--- config.mk ---
export PLATFORM = sky130hd
export DESIGN_NAME = pin_credential_table
export DESIGN_NICKNAME = d
export VERILOG_FILES = /design/src/hw/rtl/pct_pkg.sv /design/src/hw/rtl/pct_code_check.sv /design/src/hw/rtl/pct_match_unit.sv /design/src/hw/rtl/pin_credential_table.sv
export SDC_FILE = /design/constraint.sdc
export NUM_CORES = 2
export LEC_CHECK = 0
export BUFFER_PORTS_ARGS = -buffer_cell sky130_fd_sc_hd__buf_2
export CORE_ASPECT_RATIO = 0.8
export CORE_MARGIN = 2
export CORE_UTILIZATION = 45
export CTS_CLUSTER_DIAMETER = 200
export DETAILED_ROUTE_END_ITERATION = 16
export GPL_ROUTABILITY_DRIVEN = 0
export PLACE_DENSITY_LB_ADDON = 0.05
export SKIP_LAST_GASP = 1
export SLEW_MARGIN = 20
export SYNTH_ARGS = -nofsm -noshare
export SYNTH_HDL_FRONTEND = slang
export SYNTH_SLANG_ARGS = --single-unit
--- constraint.sdc ---
create_clock -name i_clk -period 12.5 [get_ports i_clk]
set_input_delay 0 -clock i_clk [delete_from_list [all_inputs] [get_ports i_clk]]
set_output_delay 0 -clock i_clk [all_outputs]
set_load 0.05 [all_outputs]
--- src/hw/rtl/pct_pkg.sv ---
`timescale 1ns / 1ps
// ----------------------------------------------------------------------------
// pct_pkg
// Shared types and constants for the PIN credential table.
// ----------------------------------------------------------------------------
package pct_pkg;

    localparam int CODE_BYTES = 8;
    localparam int BYTE_W     = 8;
    localparam int CODE_W     = CODE_BYTES * BYTE_W;
    localparam int LEN_W      = 4;
    localparam int TIME_W     = 32;

    // stream payload widths
    localparam int S_TDATA_W  = 168;
    localparam int M_TDATA_W  = 16;
    localparam int COUNT_W    = 5;

    // APB
    localparam int APB_AW     = 3;
    localparam int APB_DW     = 32;
    localparam logic REG_CLOCK_PRESENT = 1'b0;  // word index bit paddr[2]

    localparam logic [LEN_W-1:0]  LEN_OVER = 4'd9;
    localparam logic [LEN_W-1:0]  LEN_MAXB = 4'd8;
    localparam logic [BYTE_W-1:0] DIGIT_LO = 8'h30;
    localparam logic [BYTE_W-1:0] DIGIT_HI = 8'h39;

    typedef enum logic [1:0] {
        CMD_ADD      = 2'd0,
        CMD_REMOVE   = 2'd1,
        CMD_VALIDATE = 2'd2,
        CMD_CLEAR    = 2'd3
    } t_cmd;

    typedef enum logic [2:0] {
        ST_DONE      = 3'd0,
        ST_FULL      = 3'd1,
        ST_MALFORMED = 3'd2,
        ST_NO_MATCH  = 3'd3,
        ST_WINDOW    = 3'd4
    } t_status;

    typedef struct packed {
        logic [CODE_W-1:0] code;
        logic [LEN_W-1:0]  len;
        logic              active;
        logic              limited;
        logic [TIME_W-1:0] t_start;
        logic [TIME_W-1:0] t_end;
    } t_entry;

    // normalized key from the code checker
    typedef struct packed {
        logic [CODE_W-1:0] bits;
        logic [LEN_W-1:0]  len;
        logic              malformed;
        logic              lookup_ok;
    } t_key;

    // compare unit result
    typedef struct packed {
        logic hit;
        logic window_fail;
    } t_cmp;

endpackage

--- src/hw/rtl/pct_code_check.sv ---
`timescale 1ns / 1ps
// ----------------------------------------------------------------------------
// pct_code_check
// Normalizes a code: effective length, masked bytes, digit and length checks.
// ----------------------------------------------------------------------------
module pct_code_check #(
    parameter int CODE_DIGITS = 8
) (
    input  logic [pct_pkg::CODE_W-1:0] i_chars,
    input  logic [pct_pkg::LEN_W-1:0]  i_length,
    output pct_pkg::t_key              o_key
);

    logic [pct_pkg::LEN_W-1:0]  lim;
    logic [pct_pkg::LEN_W-1:0]  eff;
    logic [pct_pkg::CODE_W-1:0] bits;
    logic                       digits;
    logic [pct_pkg::BYTE_W-1:0] ch;

    always_comb begin
        lim = (i_length > pct_pkg::LEN_MAXB) ? pct_pkg::LEN_MAXB : i_length;
        eff = (i_length > pct_pkg::LEN_MAXB) ? pct_pkg::LEN_OVER : i_length;
        // first zero byte terminates the code
        for (int i = pct_pkg::CODE_BYTES - 1; i >= 0; i--) begin
            if (pct_pkg::LEN_W'(i) < lim &&
                i_chars[i*pct_pkg::BYTE_W +: pct_pkg::BYTE_W] == '0) begin
                eff = pct_pkg::LEN_W'(i);
            end
        end
        bits   = '0;
        digits = 1'b1;
        ch     = '0;
        for (int i = 0; i < pct_pkg::CODE_BYTES; i++) begin
            if (pct_pkg::LEN_W'(i) < eff) begin
                ch = i_chars[i*pct_pkg::BYTE_W +: pct_pkg::BYTE_W];
                bits[i*pct_pkg::BYTE_W +: pct_pkg::BYTE_W] = ch;
                if (!(ch inside {[pct_pkg::DIGIT_LO:pct_pkg::DIGIT_HI]})) begin
                    digits = 1'b0;
                end
            end
        end
        o_key.bits      = bits;
        o_key.len       = eff;
        o_key.lookup_ok = (eff != '0) && (eff <= pct_pkg::LEN_W'(CODE_DIGITS));
        o_key.malformed = !o_key.lookup_ok || !digits;
    end

endmodule

--- src/hw/rtl/pct_match_unit.sv ---
`timescale 1ns / 1ps
// ----------------------------------------------------------------------------
// pct_match_unit
// Shared compare unit: key vs. one table entry, plus time window check.
// ----------------------------------------------------------------------------
module pct_match_unit (
    input  pct_pkg::t_entry             i_entry,
    input  logic [pct_pkg::CODE_W-1:0]  i_key_bits,
    input  logic [pct_pkg::LEN_W-1:0]   i_key_len,
    input  logic                        i_need_active,
    input  logic [pct_pkg::TIME_W-1:0]  i_now,
    input  logic                        i_clock_present,
    output pct_pkg::t_cmp               o_cmp
);

    logic in_window;

    assign in_window = (i_now >= i_entry.t_start) && (i_now <= i_entry.t_end);

    assign o_cmp.hit = (i_entry.len == i_key_len) && (i_entry.code == i_key_bits) &&
                       (!i_need_active || i_entry.active);
    assign o_cmp.window_fail = i_entry.limited && i_clock_present && !in_window;

endmodule

--- src/hw/rtl/pin_credential_table.sv ---
`timescale 1ns / 1ps
// ----------------------------------------------------------------------------
// pin_credential_table
// Compacted table of PIN codes with active flag and optional time window.
// ----------------------------------------------------------------------------
// Usage:
//  - One command beat enters on s_axis (add/update, remove, validate, clear);
//    exactly one result beat leaves on m_axis (ok, status, entry_count).
//  - s_axis_tready is high only while the sequencer is idle; one item is in
//    flight at a time.
//  - Entries live in a single-port-read table memory and are visited one at a
//    time by a shared compare unit: each entry scanned takes a read state
//    and a compare state, and each entry moved down on remove takes a read
//    and a write state. Clear, full, malformed and empty or overlong lookups
//    are answered from the decide state without a scan; a hit ends the scan,
//    a miss or append scans all entries, and a remove that finds its entry
//    scans up to it and then shifts the entries above it down.
//  - The result is held in m_axis_tdata while m_axis_tvalid is high and
//    m_axis_tready low; the next command waits until the result is taken.
//  - Reset clears the entry count and the sequencer and sets clock_present
//    to 1; the table memory is not cleared (slots at or above the count
//    are never read). No clearing pass is needed.
//  - APB register 0 (byte address 0): bit 0 clock_present. Write only while
//    idle.
// ----------------------------------------------------------------------------
module pin_credential_table #(
    parameter int TABLE_ENTRIES = 16,
    parameter int CODE_DIGITS   = 8
) (
    input  logic                          i_clk,
    input  logic                          i_rst_n,
    // command stream
    input  logic                          s_axis_tvalid,
    output logic                          s_axis_tready,
    // [1:0] cmd, [65:2] code_chars, [69:66] code_length, [70] is_active,
    // [71] has_time_limit, [103:72] valid_from, [135:104] valid_until,
    // [167:136] now_time
    input  logic [pct_pkg::S_TDATA_W-1:0] s_axis_tdata,
    // result stream
    output logic                          m_axis_tvalid,
    input  logic                          m_axis_tready,
    // [0] ok, [3:1] status, [8:4] entry_count, [15:9] zero
    output logic [pct_pkg::M_TDATA_W-1:0] m_axis_tdata,
    // configuration
    input  logic                          psel,
    input  logic                          penable,
    input  logic                          pwrite,
    input  logic [pct_pkg::APB_AW-1:0]    paddr,
    input  logic [pct_pkg::APB_DW-1:0]    pwdata,
    output logic [pct_pkg::APB_DW-1:0]    prdata,
    output logic                          pready
);

    localparam int CW = $clog2(TABLE_ENTRIES + 1);
    localparam int AW = (TABLE_ENTRIES > 1) ? $clog2(TABLE_ENTRIES) : 1;

    typedef enum logic [6:0] {
        S_IDLE     = 7'b0000001,
        S_DECIDE   = 7'b0000010,
        S_READ     = 7'b0000100,
        S_CMP      = 7'b0001000,
        S_SHIFT_RD = 7'b0010000,
        S_SHIFT_WR = 7'b0100000,
        S_RESP     = 7'b1000000
    } t_state;

    t_state r_state, n_state;
    logic [CW-1:0] r_count, n_count;
    logic [CW-1:0] r_ptr, n_ptr;
    logic [CW-1:0] ptr_inc;
    logic r_ok, n_ok;
    pct_pkg::t_status r_status, n_status;
    logic r_clock_present;

    // captured command
    pct_pkg::t_cmd                r_cmd;
    logic [pct_pkg::CODE_W-1:0]   r_chars;
    logic [pct_pkg::LEN_W-1:0]    r_length;
    logic                         r_active;
    logic                         r_limited;
    logic [pct_pkg::TIME_W-1:0]   r_from;
    logic [pct_pkg::TIME_W-1:0]   r_until;
    logic [pct_pkg::TIME_W-1:0]   r_now;

    // table memory
    pct_pkg::t_entry r_mem [TABLE_ENTRIES];
    pct_pkg::t_entry r_rd_data;
    logic            mem_we;
    logic            mem_re;
    logic [AW-1:0]   mem_waddr;
    logic [AW-1:0]   mem_raddr;
    pct_pkg::t_entry mem_wdata;
    pct_pkg::t_entry add_entry;

    pct_pkg::t_key key;
    pct_pkg::t_cmp cmp;

    logic accept;
    logic cfg_wr;

    assign accept        = s_axis_tvalid && s_axis_tready;
    assign s_axis_tready = (r_state == S_IDLE);
    assign m_axis_tvalid = (r_state == S_RESP);
    assign m_axis_tdata  = {{(pct_pkg::M_TDATA_W - 4 - pct_pkg::COUNT_W){1'b0}},
                            pct_pkg::COUNT_W'(r_count), r_status, r_ok};

    // APB register
    assign pready = 1'b1;
    assign cfg_wr = psel && penable && pwrite && pready &&
                    (paddr[2] == pct_pkg::REG_CLOCK_PRESENT);
    assign prdata = (paddr[2] == pct_pkg::REG_CLOCK_PRESENT) ?
                    {{(pct_pkg::APB_DW-1){1'b0}}, r_clock_present} : '0;

    always_ff @(posedge i_clk) begin
        if (!i_rst_n) begin
            r_clock_present <= 1'b1;
        end else if (cfg_wr) begin
            r_clock_present <= pwdata[0];
        end
    end

    // command capture
    always_ff @(posedge i_clk) begin
        if (accept) begin
            r_cmd     <= pct_pkg::t_cmd'(s_axis_tdata[1:0]);
            r_chars   <= s_axis_tdata[65:2];
            r_length  <= s_axis_tdata[69:66];
            r_active  <= s_axis_tdata[70];
            r_limited <= s_axis_tdata[71];
            r_from    <= s_axis_tdata[103:72];
            r_until   <= s_axis_tdata[135:104];
            r_now     <= s_axis_tdata[167:136];
        end
    end

    pct_code_check #(
        .CODE_DIGITS(CODE_DIGITS)
    ) u_code_check (
        .i_chars  (r_chars),
        .i_length (r_length),
        .o_key    (key)
    );

    pct_match_unit u_match (
        .i_entry         (r_rd_data),
        .i_key_bits      (key.bits),
        .i_key_len       (key.len),
        .i_need_active   (r_cmd == pct_pkg::CMD_VALIDATE),
        .i_now           (r_now),
        .i_clock_present (r_clock_present),
        .o_cmp           (cmp)
    );

    assign add_entry = '{code: key.bits, len: key.len, active: r_active,
                         limited: r_limited, t_start: r_from, t_end: r_until};
    assign ptr_inc   = r_ptr + CW'(1);

    // table memory: one write, one registered read per cycle
    always_ff @(posedge i_clk) begin
        if (mem_we) begin
            r_mem[mem_waddr] <= mem_wdata;
        end
        if (mem_re) begin
            r_rd_data <= r_mem[mem_raddr];
        end
    end

    // sequencer
    always_comb begin
        n_state   = r_state;
        n_count   = r_count;
        n_ptr     = r_ptr;
        n_ok      = r_ok;
        n_status  = r_status;
        mem_we    = 1'b0;
        mem_re    = 1'b0;
        mem_waddr = r_ptr[AW-1:0];
        mem_raddr = r_ptr[AW-1:0];
        mem_wdata = add_entry;
        case (r_state)
            S_IDLE: begin
                if (accept) begin
                    n_state = S_DECIDE;
                end
            end
            S_DECIDE: begin
                n_ptr    = '0;
                n_ok     = 1'b0;
                n_status = pct_pkg::ST_DONE;
                case (r_cmd)
                    pct_pkg::CMD_CLEAR: begin
                        n_count = '0;
                        n_ok    = 1'b1;
                        n_state = S_RESP;
                    end
                    pct_pkg::CMD_ADD: begin
                        // full table is refused even for an update
                        if (r_count >= CW'(TABLE_ENTRIES)) begin
                            n_status = pct_pkg::ST_FULL;
                            n_state  = S_RESP;
                        end else if (key.malformed) begin
                            n_status = pct_pkg::ST_MALFORMED;
                            n_state  = S_RESP;
                        end else begin
                            n_state = S_READ;
                        end
                    end
                    default: begin
                        if (!key.lookup_ok) begin
                            n_status = pct_pkg::ST_NO_MATCH;
                            n_state  = S_RESP;
                        end else begin
                            n_state = S_READ;
                        end
                    end
                endcase
            end
            S_READ: begin
                if (r_ptr >= r_count) begin
                    // scan exhausted
                    if (r_cmd == pct_pkg::CMD_ADD) begin
                        mem_we  = 1'b1;
                        n_count = r_count + CW'(1);
                        n_ok    = 1'b1;
                    end else begin
                        n_status = pct_pkg::ST_NO_MATCH;
                    end
                    n_state = S_RESP;
                end else begin
                    mem_re  = 1'b1;
                    n_state = S_CMP;
                end
            end
            S_CMP: begin
                if (cmp.hit) begin
                    case (r_cmd)
                        pct_pkg::CMD_ADD: begin
                            mem_we  = 1'b1;
                            n_ok    = 1'b1;
                            n_state = S_RESP;
                        end
                        pct_pkg::CMD_REMOVE: begin
                            n_state = S_SHIFT_RD;
                        end
                        pct_pkg::CMD_VALIDATE: begin
                            if (cmp.window_fail) begin
                                n_status = pct_pkg::ST_WINDOW;
                            end else begin
                                n_ok = 1'b1;
                            end
                            n_state = S_RESP;
                        end
                        default: begin
                            n_state = S_RESP;
                        end
                    endcase
                end else begin
                    n_ptr   = ptr_inc;
                    n_state = S_READ;
                end
            end
            S_SHIFT_RD: begin
                if (ptr_inc >= r_count) begin
                    n_count = r_count - CW'(1);
                    n_ok    = 1'b1;
                    n_state = S_RESP;
                end else begin
                    mem_re    = 1'b1;
                    mem_raddr = ptr_inc[AW-1:0];
                    n_state   = S_SHIFT_WR;
                end
            end
            S_SHIFT_WR: begin
                // move entry ptr+1 down into slot ptr
                mem_we    = 1'b1;
                mem_wdata = r_rd_data;
                n_ptr     = ptr_inc;
                n_state   = S_SHIFT_RD;
            end
            S_RESP: begin
                if (m_axis_tready) begin
                    n_state = S_IDLE;
                end
            end
            default: begin
                n_state = S_IDLE;
            end
        endcase
    end

    always_ff @(posedge i_clk) begin
        if (!i_rst_n) begin
            r_state <= S_IDLE;
            r_count <= '0;
        end else begin
            r_state <= n_state;
            r_count <= n_count;
        end
    end

    always_ff @(posedge i_clk) begin
        r_ptr    <= n_ptr;
        r_ok     <= n_ok;
        r_status <= n_status;
    end

endmodule
* Yosys cells after proc, flatten, opt, wreduce, memory -nomap -nowiden *
Memories as Yosys holds them, arrays and structs flattened. A register that Yosys moved wholly into a read port is not among the register bits.
Cells that the tools add are included.

word-level totals
  bits in registers = 190
  bits in writable memories = 2144
  word-level logic and storage cells = 217
  output and inout port bits = 51
  bits of input ports = 210
  memories kept = 1

memories
  memory  words  width  read ports  clocked after Yosys merged registers in  wr ports  RTL line                    source
  r_mem   16     134    1           1                                        1         pin_credential_table.sv:86  pct_pkg::t_entry r_mem [TABLE_ENTRIES];

cells by class
  bitwise logic cells = 1
  magnitude comparators = 39
  reductions and logical operators = 51
  add/sub/neg operators = 3
  equality and inequality tests = 25
  muxes and demuxes = 83

operator list
  operator                                                                           number
  134-bit 2-to-1 mux                                                                 1
  64-bit equality test                                                               1
  8-bit by 6-bit >= comparator with 1-bit output (second input constant)             8
  8-bit by 6-bit less-or-equal comparator with 1-bit output (second input constant)  8
  8-bit zero test                                                                    8
  8-bit 2-to-1 mux                                                                   8
  7-bit 2-to-1 mux                                                                   9
  7-bit case mux with 7 select lines                                                 1
  4-bit 2-to-1 mux                                                                   12
  32-bit >= comparator                                                               1
  32-bit less-or-equal comparator                                                    1
  3-bit by 4-bit less-than comparator with 1-bit output (first input constant)       8
  1-bit 2-to-1 mux                                                                   30
  5-bit case mux with 3 select lines                                                 2
  1-bit logical AND                                                                  26
  5-bit 2-to-1 mux                                                                   5
  1-bit by 4-bit less-than comparator with 1-bit output (first input constant)       4
  2-bit by 4-bit less-than comparator with 1-bit output (first input constant)       4
  2-bit inequality test (second input constant)                                      8
  3-bit 2-to-1 mux                                                                   5
  7-bit case mux with 2 select lines                                                 1
  5-bit by 1-bit adder with 5-bit output (second input constant)                     2
  5-bit >= comparator                                                                2
  3-bit case mux with 3 select lines                                                 1
  32 further kinds                                                                   46

* Depth between registers and ports, before layout *
  word-level depth = 34
  mapped depth = 16
  depth with buffers taken out = 14

* Modules after synthesis *
From an unflattened synthesis, not the netlist that was laid out.

unflattened totals
  cells, all modules = 6437
  area, all modules = 100602.7 sq um

by module, submodules not included
  module                area each (sq um)  instances  seq. area each (sq um)  cells each
  pin_credential_table  97118.1            1          73981.0                 5942
  pct_match_unit        2403.6             1          0.0                     327
  pct_code_check        1081.0             1          0.0                     168

* Worst setup path after synthesis *
No wires, ideal clock.

  path kind = register -> register
  start = register r_length[3] in the netlist's numbering
  end = memory r_mem[11][0] in the netlist's numbering, enable pin
  library setup time = 0.672 ns
  stages on the path, launching flop included = 14
  data arrival time = 9.551 ns
  buffers on the path = 2
  clock period less this slack = 10.223 ns
  setup slack = 2.277 ns
  data required time = 11.828 ns
  cell sequence = edfxtp_1 or2_1 buf_6 o311ai_2 and4_1 buf_6 o21ai_2 or4_1 mux2_2 o2bb2a_4 o2111ai_2 nor4_4 o21ai_2 a21oi_1

between the ends
  cells in the longest elaborated chain, start to end = 21
  elaborated cells between the ends (all ways) = 51
  those cells by class = 17 x order compare; 2 x eq/ne; 22 x mux; 10 x reduce/logical

ends and longest elaborated chain
  what                                                                           RTL line                                    source
  start, declared                                                                pin_credential_table.sv:78                  logic [pct_pkg::LEN_W-1:0] r_length;
  start signal, assigned                                                         pin_credential_table.sv:127                 r_length <= s_axis_tdata[69:66];
  4-bit greater-than comparator                                                  pct_code_check.sv:21, pct_code_check.sv:22
  4-bit 2-to-1 mux                                                               pct_code_check.sv:21                        lim = (i_length > pct_pkg::LEN_MAXB) ? pct_pkg::LEN_MAXB : i_length;
  3-bit by 4-bit less-than comparator with 1-bit output                          pct_code_check.sv:25                        if (pct_pkg::LEN_W'(i) < lim &&
  1-bit logical AND                                                              pct_code_check.sv:25
  4-bit 2-to-1 mux (7 in series)                                                 pct_code_check.sv:25
  4-bit 2-to-1 mux (*)                                                           pct_code_check.sv:25
  1-bit by 4-bit less-than comparator with 1-bit output (tied with other cells)  pct_code_check.sv:34                        if (pct_pkg::LEN_W'(i) < eff) begin
  8-bit 2-to-1 mux                                                               pct_code_check.sv:34
  64-bit equality test                                                           pct_match_unit.sv:20                        assign o_cmp.hit = (i_entry.len == i_key_len) && (i_entry.code == i_key_bits) &&
  1-bit logical AND (*) (2 in series)                                            pct_match_unit.sv:20
  1-bit 2-to-1 mux (*)                                                           pin_credential_table.sv:235                 if (cmp.hit) begin
  1-bit case mux with 3 select lines (*)                                         pin_credential_table.sv:180                 case (r_state)
  1-bit 2-to-1 mux (*)                                                           pin_credential_table.sv:160                 if (mem_we) begin
  1-bit 2-to-1 mux (not written as such) (*)                                     pin_credential_table.sv:161                 r_mem[mem_waddr] <= mem_wdata;
  end, declared                                                                  pin_credential_table.sv:86

Every way passes the cells marked *; elsewhere a longest branch is shown, timed or not.

* Worst setup path in the final report *
  start = register r_length[3] in the netlist's numbering
  end = memory r_mem[3][74] in the netlist's numbering, enable pin

The elaborated chain is that of the path after synthesis.

==> impl_metrics.py <==
metrics = {
    "cts": {
        "postCtsSetupRepairBufs": 0,
        "numClockSinks": 2468,
        "cts_resized": 0,
        "cts_tree": "yes",
        "cts_made_buffers": 244,
        "cts-root-buf": "clkbuf_16",
        "clock_latency_ns": 0.90,
        "htree_levels": 4,
        "cts_hold_buf": 341,
        "path_clk_slew_ns": 0.06,
        "cts.path.max_buffers": 4,
    },
    "final_layout": {
        "post-route-util_pct": 52.8,
        "fillerInstances": 16700,
        "drive_gt1_share_pct": 26.6,
        "synthToLayoutAreaGrowth_pct": 16.8,
        "nNetsFinal": 5562,
        "fin_cells": 8310,
    },
    "worst_setup_path": {
        "end_kind": "register",
        "path_max_fanout": 34,
        "timing.critical_path.arrival_ns": 8.26,
        "worstPathRequired_ns": 13.00,
        "crit_path_start_kind": "register",
        "crit_type": "reg -> reg",
        "regToRegSetupSlack_ns": 4.73,
    },
    "logic_synthesis": {
        "yosys_warnings": 0,
        "ys_ff_latch": 2468,
        "syn_avg_cell_area_sq_um": 21.6,
        "syn_area_sq_um": 97000,
        "synth_edf_count": 2455,
        "yosys.area.top_type_share_pct": 76.0,
        "yosysSeqAreaShare_pct": 76.3,
        "async_flop_share_pct": 0,
        "synthTopCellsByCount": "edfxtp_1, mux4_2, nand2_1, o21ai_0, clkbuf_1",
        "netlist_instances": 4489,
        "synth.most_common_cell": "edfxtp_1",
        "synth_ff_type": "edfxtp_1",
        "synth_area_leaders": "edfxtp_1, mux4_2, ha_1",
        "synth_top_area_cell": "edfxtp_1",
        "synth_cell_type_count": 83,
    },
    "placed_design": {
        "place.detailed.instances": 7528,
        "place_hpwl_um": 138000,
        "io_buffers": 188,
    },
    "global_route": {
        "overflow": 0,
        "track_usage_pct": 23.6,
        "grt_max_degree": 138,
        "grt_pass1_vias": 49100,
        "grt_pass1_wl_um": 365000,
        "antenna_found_initial": 16,
    },
    "route": {
        "vias": 48800,
        "drt_iter0_drc": 5550,
        "drc": 0,
        "drtAntennaViolNets": 0,
        "via_per_inst": 5.88,
        "wl_um": 258000,
        "post_drt_wl_per_cell_um": 31.0,
        "firstDrtPassIters": 5,
    },
    "sta": {
        "clock.fmax_mhz": 129,
        "setup_violations": 0,
        "worst_pin_slew_ns": 1.27,
        "setup_tns_ns": 0,
        "post-route-period-util_pct": 62.1,
        "finalMaxSlewViolations": 0,
        "rsz0062_at_grt": "no",
        "fin_skew_ns": 0.0434,
        "slew_headroom_pct": 15.5,
        "finalHoldViolCount": 0,
        "period_minus_slack_ns": 7.77,
    },
    "outcome": {
        "status": "finished clean",
    },
    "job": {
        "cap_violations": 0,
    },
    "die": {
        "num_rows": 152,
        "die_area_sq_um": 219000,
        "start_util_pct": 45.2,
        "core_area_sq_um": 214000,
        "die_w_um": 523,
        "die_h_um": 419,
        "pin_count": 261,
    },
    "power_and_ir_drop": {
        "swShare_pct": 21.1,
        "p_seq_share_pct": 55.2,
        "powerDensity_nw_per_um2": 148,
        "combPwrFrac_pct": 3.9,
        "p_clk_share_pct": 40.9,
        "p_switching_uw": 3530,
        "power.total_uw": 16800,
        "peakVddDrop_v": 0.000118,
        "p_leak_uw": 0.0366,
        "p_int_uw": 13200,
    },
    "worst_hold_path": {
        "hp-class": "in -> reg",
    },
}
## per-stage QoR
stage / hold slack [ns] / setup WS (ns) / instance area [sq um]
after CTS: 0.0137 / 4.92 / 113000
after detailed placement: 0.178 / 4.93 / 102000
after floorplan: 0.0989 / 2.28 / 97100
final: 0.0414 / 4.73 / 113000
after global placement: 0.177 / 5.01 / 102000
after global routing: 0.0297 / 4.52 / 113000
## power groups by stage
stage | registers (uW) | clock network (uW) | logic, uW
after global placement | 9420 | 0 | 561
after floorplan | 9410 | 0 | 333
after detailed placement | 9420 | 0 | 569
after global routing | 9250 | 7340 | 708
final | 9250 | 6860 | 654
after CTS | 9250 | 7030 | 652
## metal layers
layer,up-vias,global-route usage [%],share of wire [%]
met5,-,0.266,0.034
met4,4,6.27,2.5
met3,340,4.26,7.0
met2,1725,35.3,46
met1,26400,35.8,45
li1,20300,-,-
## path summary, 6_finish.rpt
| check | cells past startpoint | from | end |
|---|---|---|---|
| setup reg to reg | 14 | r_length[3]$_DFFE_PP_ | r_mem[3][74]$_DFFE_PP_ |
| hold reg to reg | 2 | r_count[3]$_SDFFE_PN0P_ | r_count[3]$_SDFFE_PN0P_ |
| hold / removal | 4 | pwdata[0] | r_clock_present$_SDFFE_PN1P_ |
| setup / recovery | 14 | r_length[3]$_DFFE_PP_ | r_mem[3][74]$_DFFE_PP_ |
## logic make-up after synthesis
kind of cell / Yosys count / synth area share [%]
compound gates: 382 / 2.58
xor+xnor: 24 / 0.217
fa+ha+maj: 86 / 1.12
buf+inv: 347 / 1.56
flops: 2468 / 76.3
mux: 679 / 15.7
other cells: 2 / 0.00775
simple gates: 501 / 2.56
## cell type report
| type | count | area [sq um] | share of cell area, % |
|---|---|---|---|
| antenna | 5 | 12.5 | 0.0111 |
| timing repair buffer | 732 | 6080 | 5.37 |
| sequential | 2468 | 74000 | 65.3 |
| inverter | 109 | 417 | 0.368 |
| clock buffer | 301 | 6410 | 5.66 |
| multi-input combinational | 1711 | 21900 | 19.3 |
| tap | 2849 | 3560 | 3.15 |
| clock inverter | 135 | 878 | 0.776 |
## worst max-delay path, stage by stage, from the launching register on
cell and delay [ns]:
edfxtp_1 0.47, or2_1 0.41, o2111ai_1 0.42, and4_1 0.50, nand3_2 0.78, o21ai_2 0.62, mux2i_1 0.27, a2111oi_0 0.39
nand4_1 0.26, nor4_4 0.62, o21ai_4 0.07, buf_4 0.29, a21oi_4 0.95, buf_4 0.55, buf_4 0.69
## cells in the final DEF, fill, tap and decap left out, types with 50 or more instances in the layout
master	instances
clkbuf_1	50
ha_1	85
nand3_1	57
dlygate4sd3_1	341
buf_2	188
clkbuf_16	246
nand2_1	204
clkinv_2	62
buf_4	187
o21ai_0	158
mux4_2	670
edfxtp_1	2455
nor2_1	62
clkinv_1	50
inv_1	108
## state kept, by name (all words and copies together), names as in the netlist
signal and flops:
r_count 5, r_chars 64, r_clock_present 1, r_rd_data 134, r_now 32, r_mem 2144
r_state 7, r_ok 1, r_limited 1, r_status 3, r_active 1, r_until 32
r_cmd 2, r_length 4, r_ptr 5, r_from 32
No activity file was read; power rests on OpenSTA's default activity.
